<file path="src/pda_pkg.sv">
// Package with sizes, item kinds, status codes, match constants and the state machine type.
package pda_pkg;
	localparam int NUM_STATES = 16;

	localparam logic [2:0] KIND_CLEAR = 3'd0;
	localparam logic [2:0] KIND_ALPHA = 3'd1;
	localparam logic [2:0] KIND_TRANS = 3'd2;
	localparam logic [2:0] KIND_SYM   = 3'd3;
	localparam logic [2:0] KIND_END   = 3'd4;

	localparam logic [3:0] ST_OK       = 4'd0;
	localparam logic [3:0] ST_ACCEPT   = 4'd1;
	localparam logic [3:0] ST_NO_START = 4'd2;
	localparam logic [3:0] ST_UNKNOWN  = 4'd3;
	localparam logic [3:0] ST_STUCK    = 4'd4;
	localparam logic [3:0] ST_NOTFINAL = 4'd5;
	localparam logic [3:0] ST_OVERFLOW = 4'd6;
	localparam logic [3:0] ST_FULL     = 4'd7;
	localparam logic [3:0] ST_LOADED   = 4'd8;

	localparam logic [7:0] END_CODE   = 8'h4C;
	localparam logic [7:0] EMPTY_CODE = 8'h5A;

	localparam logic CFG_START = 1'b0;
	localparam logic CFG_FINAL = 1'b1;

	typedef struct packed {
		logic [7:0] rd;
		logic [7:0] sk;
		logic [3:0] to;
		logic       pe;
		logic [7:0] pb;
		logic       po;
	} rule_t;

	typedef enum logic [4:0] {
		S_IDLE  = 5'b00001,
		S_CLEAR = 5'b00010,
		S_READ  = 5'b00100,
		S_MATCH = 5'b01000,
		S_OUT   = 5'b10000
	} fsm_t;
endpackage

</file>
<file path="src/pda_ram.sv">
// Generic simple dual-port RAM with registered read.
module pda_ram #(
	parameter int WIDTH = 8,
	parameter int DEPTH = 16
) (
	input  logic                     clk,
	input  logic                     we,
	input  logic [$clog2(DEPTH)-1:0] waddr,
	input  logic [WIDTH-1:0]         wdata,
	input  logic [$clog2(DEPTH)-1:0] raddr,
	output logic [WIDTH-1:0]         rdata
);
	logic [WIDTH-1:0] mem [DEPTH];

	always_ff @(posedge clk) begin
		if (we) begin
			mem[waddr] <= wdata;
		end
		rdata <= mem[raddr];
	end
endmodule

</file>
<file path="src/pushdown_automaton_recognizer.sv">
// Pushdown automaton recognizer with the rules, the alphabet and the stack held in RAMs.
// Loads and ignored kinds go from S_IDLE to S_OUT, which registers the result; no new item is
// taken until the block is back in S_IDLE. A symbol or end item scans one rule a cycle in S_MATCH;
// an unknown symbol ends in S_READ and a frozen run goes straight to S_OUT.
// A clear sweeps the alphabet RAM; the same sweep follows reset.
// Reset clears counts, stack pointer, flags and configuration; rule and stack RAMs keep contents.
module pushdown_automaton_recognizer
	import pda_pkg::*;
#(
	parameter int TRANS_PER_STATE = 4,
	parameter int STACK_DEPTH     = 64
) (
	input  logic       clk,
	input  logic       arst_n,
	input  logic       in_valid,
	output logic       in_ready,
	input  logic [2:0] kind,
	input  logic [7:0] symbol,
	input  logic [3:0] from_state,
	input  logic [7:0] read_symbol,
	input  logic [7:0] stack_symbol,
	input  logic [3:0] to_state,
	input  logic       push_enable,
	input  logic [7:0] push_byte,
	input  logic       pop_enable,
	output logic       out_valid,
	input  logic       out_ready,
	output logic [3:0] status,
	output logic [3:0] current_state,
	output logic [6:0] stack_depth,
	output logic [7:0] stack_top,
	input  logic       cfg_we,
	input  logic       cfg_index,
	input  logic [3:0] cfg_data
);
	localparam int CW = $clog2(TRANS_PER_STATE + 1);
	localparam int RD = NUM_STATES * TRANS_PER_STATE;
	localparam int RW = $clog2(RD);
	localparam int SW = $clog2(STACK_DEPTH);
	localparam int PW = $clog2(STACK_DEPTH + 1);
	localparam int RULE_W = $bits(rule_t);

	fsm_t            st_q;
	logic [CW-1:0]   cnt_q [NUM_STATES];
	logic [PW-1:0]   sp_q;
	logic [3:0]      run_q;
	logic [2:0]      flags_q;
	logic [3:0]      start_q, final_q;
	logic [7:0]      top_q;
	logic [2:0]      kind_q;
	logic [7:0]      sym_q;
	logic [CW-1:0]   idx_q;
	logic            hit_q;
	logic [7:0]      clr_q;
	logic            clr_ack_q;

	logic            rwe;
	logic [RW-1:0]   rwaddr, rraddr;
	logic [RULE_W-1:0] rwdata, rrdata;
	rule_t           rule;
	logic            swe;
	logic [SW-1:0]   swaddr, sraddr;
	logic [7:0]      srdata;
	logic            awe, awdata, ardata;
	logic [7:0]      aaddr;

	logic            from_ok;
	logic [CW-1:0]   from_cnt, cur_cnt;
	logic            run_ok;
	logic [3:0]      flag_code;

	assign rule = rule_t'(rrdata);
	assign from_ok = 32'(from_state) < NUM_STATES;
	assign from_cnt = from_ok ? cnt_q[from_state[$clog2(NUM_STATES)-1:0]] : '0;
	assign run_ok = 32'(run_q) < NUM_STATES;
	assign cur_cnt = run_ok ? cnt_q[run_q[$clog2(NUM_STATES)-1:0]] : '0;
	assign in_ready = (st_q == S_IDLE) && (!out_valid || out_ready);

	always_comb begin
		if (flags_q[0]) flag_code = ST_UNKNOWN;
		else if (flags_q[1]) flag_code = ST_STUCK;
		else if (flags_q[2]) flag_code = ST_OVERFLOW;
		else flag_code = ST_OK;
	end

	assign rwe = in_valid && in_ready && kind == KIND_TRANS && from_ok
		&& 32'(from_cnt) < TRANS_PER_STATE;
	assign rwaddr = RW'(32'(from_state) * TRANS_PER_STATE + 32'(from_cnt));
	assign rwdata = RULE_W'({read_symbol, stack_symbol, to_state, push_enable, push_byte,
		pop_enable});
	assign rraddr = RW'(32'(run_q) * TRANS_PER_STATE + 32'(idx_q));

	pda_ram #(.WIDTH(RULE_W), .DEPTH(RD)) u_rules (
		.clk(clk), .we(rwe), .waddr(rwaddr), .wdata(rwdata),
		.raddr(rraddr), .rdata(rrdata)
	);

	assign aaddr = (st_q == S_CLEAR) ? clr_q : symbol;
	assign awe = (st_q == S_CLEAR) || (in_valid && in_ready && kind == KIND_ALPHA);
	assign awdata = (st_q != S_CLEAR);

	pda_ram #(.WIDTH(1), .DEPTH(256)) u_alpha (
		.clk(clk), .we(awe), .waddr(aaddr), .wdata(awdata),
		.raddr(aaddr), .rdata(ardata)
	);

	logic            rm, sm, fire_now;
	logic [PW-1:0]   sp_m1;
	assign sp_m1 = sp_q - PW'(1);
	assign rm = (kind_q == KIND_END) ? (rule.rd == END_CODE) : (rule.rd == sym_q);
	assign sm = (sp_q == '0) ? (rule.sk == EMPTY_CODE) : (rule.sk == top_q);
	assign fire_now = (st_q == S_MATCH) && !hit_q && (idx_q <= cur_cnt) && rm && sm;
	assign swe = fire_now && rule.pe && 32'(sp_q) < STACK_DEPTH;
	assign swaddr = sp_q[SW-1:0];
	assign sraddr = sp_m1[SW-1:0];

	pda_ram #(.WIDTH(8), .DEPTH(STACK_DEPTH)) u_stack (
		.clk(clk), .we(swe), .waddr(swaddr), .wdata(rule.pb),
		.raddr(sraddr), .rdata(srdata)
	);

	always_ff @(posedge clk or negedge arst_n) begin
		if (!arst_n) begin
			st_q <= S_CLEAR;
			for (int i = 0; i < NUM_STATES; i++) cnt_q[i] <= '0;
			sp_q <= '0;
			run_q <= '0;
			flags_q <= '0;
			start_q <= '0;
			final_q <= '0;
			out_valid <= 1'b0;
			idx_q <= '0;
			hit_q <= 1'b0;
			clr_q <= '0;
			clr_ack_q <= 1'b0;
			top_q <= '0;
			kind_q <= KIND_CLEAR;
			sym_q <= '0;
			status <= ST_OK;
			current_state <= '0;
			stack_depth <= '0;
			stack_top <= '0;
		end else begin
			if (out_valid && out_ready) out_valid <= 1'b0;
			if (cfg_we) begin
				if (cfg_index == CFG_START) begin
					start_q <= cfg_data;
					run_q <= cfg_data;
					sp_q <= '0;
					flags_q <= '0;
				end else begin
					final_q <= cfg_data;
				end
			end
			case (st_q)
				S_IDLE: begin
					if (in_valid && in_ready) begin
						kind_q <= kind;
						sym_q <= symbol;
						case (kind)
							KIND_CLEAR: begin
								for (int i = 0; i < NUM_STATES; i++) cnt_q[i] <= '0;
								run_q <= start_q;
								sp_q <= '0;
								flags_q <= '0;
								clr_ack_q <= 1'b1;
								status <= ST_LOADED;
								st_q <= S_CLEAR;
							end
							KIND_ALPHA: begin
								status <= ST_LOADED;
								st_q <= S_OUT;
							end
							KIND_TRANS: begin
								if (rwe) begin
									cnt_q[from_state[$clog2(NUM_STATES)-1:0]] <=
										from_cnt + CW'(1);
									status <= ST_LOADED;
								end else begin
									status <= ST_FULL;
								end
								st_q <= S_OUT;
							end
							KIND_SYM, KIND_END: begin
								idx_q <= '0;
								hit_q <= 1'b0;
								if (flags_q != '0) st_q <= S_OUT;
								else st_q <= S_READ;
							end
							default: begin
								status <= ST_OK;
								st_q <= S_OUT;
							end
						endcase
					end
				end
				S_CLEAR: begin
					clr_q <= clr_q + 8'd1;
					if (clr_q == 8'hFF) begin
						clr_ack_q <= 1'b0;
						st_q <= clr_ack_q ? S_OUT : S_IDLE;
					end
				end
				S_READ: begin
					if (!hit_q && kind_q == KIND_SYM && !ardata) begin
						flags_q <= flags_q | 3'b001;
						st_q <= S_OUT;
					end else begin
						top_q <= srdata;
						idx_q <= idx_q + CW'(1);
						st_q <= S_MATCH;
					end
				end
				S_MATCH: begin
					if (idx_q > cur_cnt || hit_q) begin
						if (!hit_q) flags_q <= flags_q | 3'b010;
						st_q <= S_OUT;
					end else if (rm && sm) begin
						hit_q <= 1'b1;
						run_q <= rule.to;
						if (rule.pe) begin
							if (32'(sp_q) >= STACK_DEPTH) flags_q <= flags_q | 3'b100;
							else sp_q <= sp_q + PW'(1);
						end else if (rule.po && sp_q != '0) begin
							sp_q <= sp_m1;
						end
						st_q <= S_READ;
					end else begin
						idx_q <= idx_q + CW'(1);
						if (32'(idx_q) >= TRANS_PER_STATE) begin
							flags_q <= flags_q | 3'b010;
							st_q <= S_OUT;
						end
					end
				end
				S_OUT: begin
					out_valid <= 1'b1;
					current_state <= run_q;
					stack_depth <= 7'(sp_q);
					stack_top <= (sp_q == '0) ? 8'd0 : srdata;
					st_q <= S_IDLE;
					if (kind_q == KIND_SYM) begin
						status <= flag_code;
					end else if (kind_q == KIND_END) begin
						if (!(32'(start_q) < NUM_STATES) ||
							cnt_q[start_q[$clog2(NUM_STATES)-1:0]] == '0) status <= ST_NO_START;
						else if (flags_q != '0) status <= flag_code;
						else if (run_q != final_q) status <= ST_NOTFINAL;
						else status <= ST_ACCEPT;
						run_q <= start_q;
						sp_q <= '0;
						flags_q <= '0;
					end
				end
				default: st_q <= S_IDLE;
			endcase
		end
	end
endmodule

</file>
<file path="config.mk">
export PLATFORM = sky130hd
export DESIGN_NAME = pushdown_automaton_recognizer
export DESIGN_NICKNAME = d
export VERILOG_FILES = /design/src/pda_pkg.sv /design/src/pda_ram.sv /design/src/pushdown_automaton_recognizer.sv
export SDC_FILE = /design/constraint.sdc
export NUM_CORES = 2
export LEC_CHECK = 0
export ABC_CLOCK_PERIOD_IN_PS = 16100
export BUFFER_PORTS_ARGS = -buffer_cell sky130_fd_sc_hd__buf_2
export CAP_MARGIN = 20
export CORE_MARGIN = 2
export CORE_UTILIZATION = 45
export CTS_CLUSTER_SIZE = 40
export DETAILED_ROUTE_END_ITERATION = 10
export GPL_ROUTABILITY_DRIVEN = 0
export PLACE_DENSITY_LB_ADDON = 0.2
export SETUP_SLACK_MARGIN = 0.1
export SYNTH_ARGS = -nofsm -noshare
export SYNTH_HDL_FRONTEND = slang
export SYNTH_SLANG_ARGS = --single-unit
</file>
<file path="constraint.sdc">
create_clock -name clk -period 16.1 [get_ports clk]
set_clock_uncertainty 0.1 [all_clocks]
set_input_delay 4.83 -clock clk [delete_from_list [all_inputs] [get_ports clk]]
set_output_delay 4.83 -clock clk [all_outputs]
set_load 0.05 [all_outputs]
</file>
Yosys cells after proc, flatten, opt, wreduce, memory -nomap -nowiden
Memories as Yosys holds them, arrays and structs flattened. A register that Yosys moved wholly into a read port is not among the register bits.
Index checks and enable logic that the tools add are counted.
{"block": "word_totals", "reg_bits": 131, "ram_bits": 2688, "input_bits": 55, "output_inout_bits": 25, "elab_cells": 241, "mem_count": 3}
{"name": "u_rules.mem", "depth": 64, "word_bits": 30, "rd": 1, "rd_clocked_by_memory_dff": 1, "wr": 1, "line_no": "pda_ram.sv:13", "source": "logic [WIDTH-1:0] mem [DEPTH];"}
{"name": "u_stack.mem", "depth": 64, "word_bits": 8, "rd": 1, "rd_clocked_by_memory_dff": 1, "wr": 1, "line_no": "pda_ram.sv:13"}
{"name": "u_alpha.mem", "depth": 256, "word_bits": 1, "rd": 1, "rd_clocked_by_memory_dff": 1, "wr": 1, "line_no": "pda_ram.sv:13"}
{"block": "op_classes", "n_addsub": 7, "order_cmp": 10, "n_eq_ne": 33, "n_mux": 98, "bitwise_logic": 5, "reduce_logical": 49}
{"operator": "$pmux 48 s2", "count": 1}
{"operator": "$mux 3", "count": 27}
{"operator": "$mux 7", "count": 11}
{"operator": "$mux 4", "count": 16}
{"operator": "$bwmux 48", "count": 1}
{"operator": "$mux 48", "count": 1}
{"operator": "$mux 5", "count": 8}
{"operator": "$bmux 3 s4", "count": 3}
{"operator": "$pmux 4 s3", "count": 2}
{"operator": "$pmux 7 s3", "count": 1}
{"operator": "$pmux 5 s4", "count": 1}
{"operator": "$logic_and 1x1->1", "count": 17}
{"operator": "$mux 1", "count": 17}
{"operator": "$eq 8x7->1 const B", "count": 2}
{"operator": "$eq 8x8->1", "count": 2}
{"operator": "$mux 8", "count": 2}
{"operator": "$ge 5x5->1 const B", "count": 3}
{"operator": "$not 4->5", "count": 3}
{"operator": "$add 6x3->6", "count": 2}
{"operator": "$demux 3 s4", "count": 1}
{"operator": "$pmux 3 s4", "count": 1}
{"operator": "$reduce_and 4->1", "count": 3}
{"operator": "$ne 2x1->1 const B", "count": 5}
{"operator": "$ne 2x2->1 const B", "count": 5}
{"operator": "other kinds (43)", "count": 67}

Longest topological paths before layout
{"block": "logic_depth", "word_depth": 12, "ltp_mapped": 14, "ltp_nobuf": 11}

Hierarchy
A second synthesis with hierarchy kept.
{"block": "unflattened", "hier_cells": 5852, "hier_area_um2": 113222.3}
{"mod": "pda_ram at u_rules", "n_inst": 1, "cells_each": 3309, "area_each_um2": 73968.4, "seq_area_each_um2": 58255.9}
{"mod": "pda_ram at u_stack", "n_inst": 1, "cells_each": 940, "area_each_um2": 20166.8, "seq_area_each_um2": 15534.9}
{"mod": "pda_ram at u_alpha", "n_inst": 1, "cells_each": 788, "area_each_um2": 11128.2, "seq_area_each_um2": 7707.4}
{"mod": "pushdown_automaton_recognizer", "n_inst": 1, "cells_each": 815, "area_each_um2": 7958.9, "seq_area_each_um2": 3279.4}

Worst setup path after synthesis
Ideal clock, no wire load.
{"block": "synth_path", "path_type": "in2out", "start": "input out_ready", "end": "output in_ready", "arrival_time_ns": 5.426, "required_ns": 11.170, "slack_ns": 5.744, "path_stages": 2, "n_path_buf": 0, "cell_sequence": "nand2b_1 -> and3_1"}
{"block": "synth_between", "elab_chain_cells": 2}
{"element": "from (decl)", "line_no": "pushdown_automaton_recognizer.sv:27", "source": "input logic out_ready,"}
{"element": "$logic_or 1x1->1", "line_no": "pushdown_automaton_recognizer.sv:77", "source": "assign in_ready = (st_q == S_IDLE) && (!out_valid || out_ready);"}
{"element": "$logic_and 1x1->1", "line_no": "pushdown_automaton_recognizer.sv:77"}
{"element": "to (decl)", "line_no": "pushdown_automaton_recognizer.sv:16", "source": "output logic in_ready,"}
No other way between the ends.

Worst setup path in the final report
Ends and elaborated chain as after synthesis.

==> metrics <==
synth top area cells edfxtp_1 (72%), mux4_2 (17%), dfrtp_1 (2.9%), nor2_1 (1.5%), nand2_1 (0.86%); routed wire length 287000 um; Die Area 255000 um2; min-delay worst type register to register; most frequent cells in the layout edfxtp_1 (2688), mux4_2 (829), nor2_1 (389); final setup fails 0; Hold Path Depth 1; CP startpoint kind input pin; die height 505 um; synthesized cell area 113000 um2; Most common cell on crit path buf_2; max_cap viols 0; Avg Inst Size Synth 20.6 um2; worst setup margin 5.67 ns; Final nets 5760; CTS max path bufs 4; DR iter-0 viols 6717; P_leak 39.3 nW; Area Growth Syn to Fin 13.2%; xor/xnor cell area share of the yosys netlist 0.217%; Final Hold Fails 0; critical path type input pin to output port; area share of and/or/nand/nor cells after synthesis 3.70%; Tmin final 10.43 ns; Setup TNS 0 ns; outcome completed; initial antenna violation count 15; commonest non-fill, non-tap cell in the layout edfxtp_1; grt ovf 0; Top Ports 80; DR DRC count 0; Worst-Skew Late Latency 0.97 ns; port bufs 79; Root Buffer clkbuf_16; CTS tree yes; htree depth 5; clock sinks 2858; register bit total from synthesis 2858; Slew Limit Fails 0; Post-Synth Adder-Cell Area 0.155%; Top Usage Layer GRT met2; mux contribution to synthesized area 17.1%; Post-synth EDFFs 2688; post-synth top area cell edfxtp_1; Achievable Freq 0.0958 GHz; asr flop ratio synth 4.58%; CP max stage cell and3_1; drt pass-1 iters 6; part of the cycle the worst path needs 64.8%; via count 56100; Data arrival, critical path 5.50 ns; synth warn 0; Critical Path Max Stage Delay 0.21 ns; CP endpoint kind output port; Worst Max-Slew Pin Slew 1.21 ns; postcts setup bufs 0; net count after synthesis 5547; Seq/Total Area, Yosys 75.2%; Max VDD drop 0.0974 mV; remaining antenna violation count 0; grt met3 use 3.65%; Slew HR 19.0%; CP Cell Sequence buf_2 -> nand2b_1 -> and3_1 -> buf_2; Synth Area in Compound Gates 2.43%; Die X 505 um; post_cts resized 0; Post-Syn Instances 5478; Hold Buf Count CTS 0; Register-to-Register Path Depth 11; CP max FO 3; num rows 183; clk slew on worst S/H paths 0.05 ns; GRT met2 Usage 35.2%; RSZ-0062 raised after global routing no; grt met1 use 32.7%; largest net degree at the start of global routing 154; Placeable Area 249000 um2; WL/cell 31.0 um; Main synth FF type edfxtp_1; CTS Buf Count 314; HPWL after DPL 168000 um; Setup WS pre-CTS 5.66 ns; largest family of logic cells by synthesized area multiplexers; PwrDens 122 nW/um2; CP required 11.17 ns; Yosys cell types 91; Initial Util 45.3%; overall routing resource usage 22.4%; Via density 6.06; vias in the first global route 55800; layout cell share with drive strength beyond 1 26.9%; first-pass GRT wire length 412000 um; top cell type's share of synthesized area 71.6%
report_power, final:
group	leakage, nW	internal, mW	switching [mW]	total [mW]
combinational	7.96	0.143	0.425	0.568
clock	4.67	3.92	2.80	6.72
sequential	26.7	8.23	0.0374	8.26
total	39.3	12.3	3.26	15.5
routing by layer:
layer	share of wire, %	wire length, um
met3	7.2	20600
met4	2.7	7790
met1	42	121000
met2	48	137000
met5	0.0045	13
final cells by class:
class / instances / area (um2)
Sequential cell: 2858 / 84800
Antenna cell: 12 / 30.0
Clock inverter: 153 / 1110
Inverter: 25 / 98.8
Clock buffer: 388 / 8390
Fill cell: 19600 / 121000
Timing Repair Buffer: 210 / 1800
Tap cell: 3330 / 4170
Multi-Input combinational cell: 2282 / 27200
metrics by stage:
step                instance area (um2)  util [%]  power, mW  hold WS [ns]  instances
floorplan                        113000         -       8.63         0.340       5478
global placement                 118000      47.2       8.98         0.351       8685
detailed placement               118000      47.3       9.00         0.364       8694
CTS                              127000      51.2       15.7         0.373       9235
global route                     128000      51.3       16.0         0.392       9248
finish                           128000      51.3       15.5         0.373       9258
final timing paths:
path	to	slack [ns]	startpoint
max	in_ready	5.67	out_ready
min	run_q[3]	0.37	u_rules.rdata[13]
max reg2reg	u_stack.mem[20][7]	9.98	sp_q[0]
min reg2reg	run_q[3]	0.37	u_rules.rdata[13]
max in group asynchronous	idx_q[1]	10.65	arst_n
min in group asynchronous	current_state[3]	3.80	arst_n
synthesized netlist by cell type (11+ instances only):
cell / count
edfxtp_1: 2688
mux4_2: 829
nor2_1: 456
nand2_1: 257
clkbuf_1: 211
dfrtp_1: 130
o21ai_0: 94
buf_1: 82
a21oi_1: 73
nand3_1: 43
a211oi_1: 39
dfxtp_1: 39
and3_1: 35
nor3_1: 34
mux2_2: 32
mux2i_1: 28
a31oi_1: 25
inv_1: 24
nand2b_1: 20
a32o_1: 19
xnor2_1: 18
a22o_1: 17
or3_1: 17
nand4_1: 15
nor4_1: 15
buf_2: 14
ha_1: 14
a211o_1: 12
and2_1: 11
nor2b_1: 11
logic make-up after synthesis:
| kind of cell | count (synthesis) |
|---|---|
| adder cells (fa/ha/maj) | 14 |
| multiplexers | 890 |
| XOR/XNOR | 28 |
| AO/OA/AOI/OAI | 399 |
| AND/OR/NAND/NOR | 951 |
| buffers and inverters | 338 |
| flip-flops | 2858 |
worst max-delay path: cells and delay by family:
kind	cells	cell delay, ns
and+or+nand+nor	2	0.37
buffers and inverters	2	0.30
registers in the layout (all words and copies together), names as in the netlist, 8 cells and up:
register       cells
clr_q              8
cnt_q             48
stack_top          8
sym_q              8
top_q              8
u_alpha.mem      256
u_rules.mem     1920
u_rules.rdata     30
u_stack.mem      512
u_stack.rdata      8
Note: power is estimated with default switching activity, not from simulation.
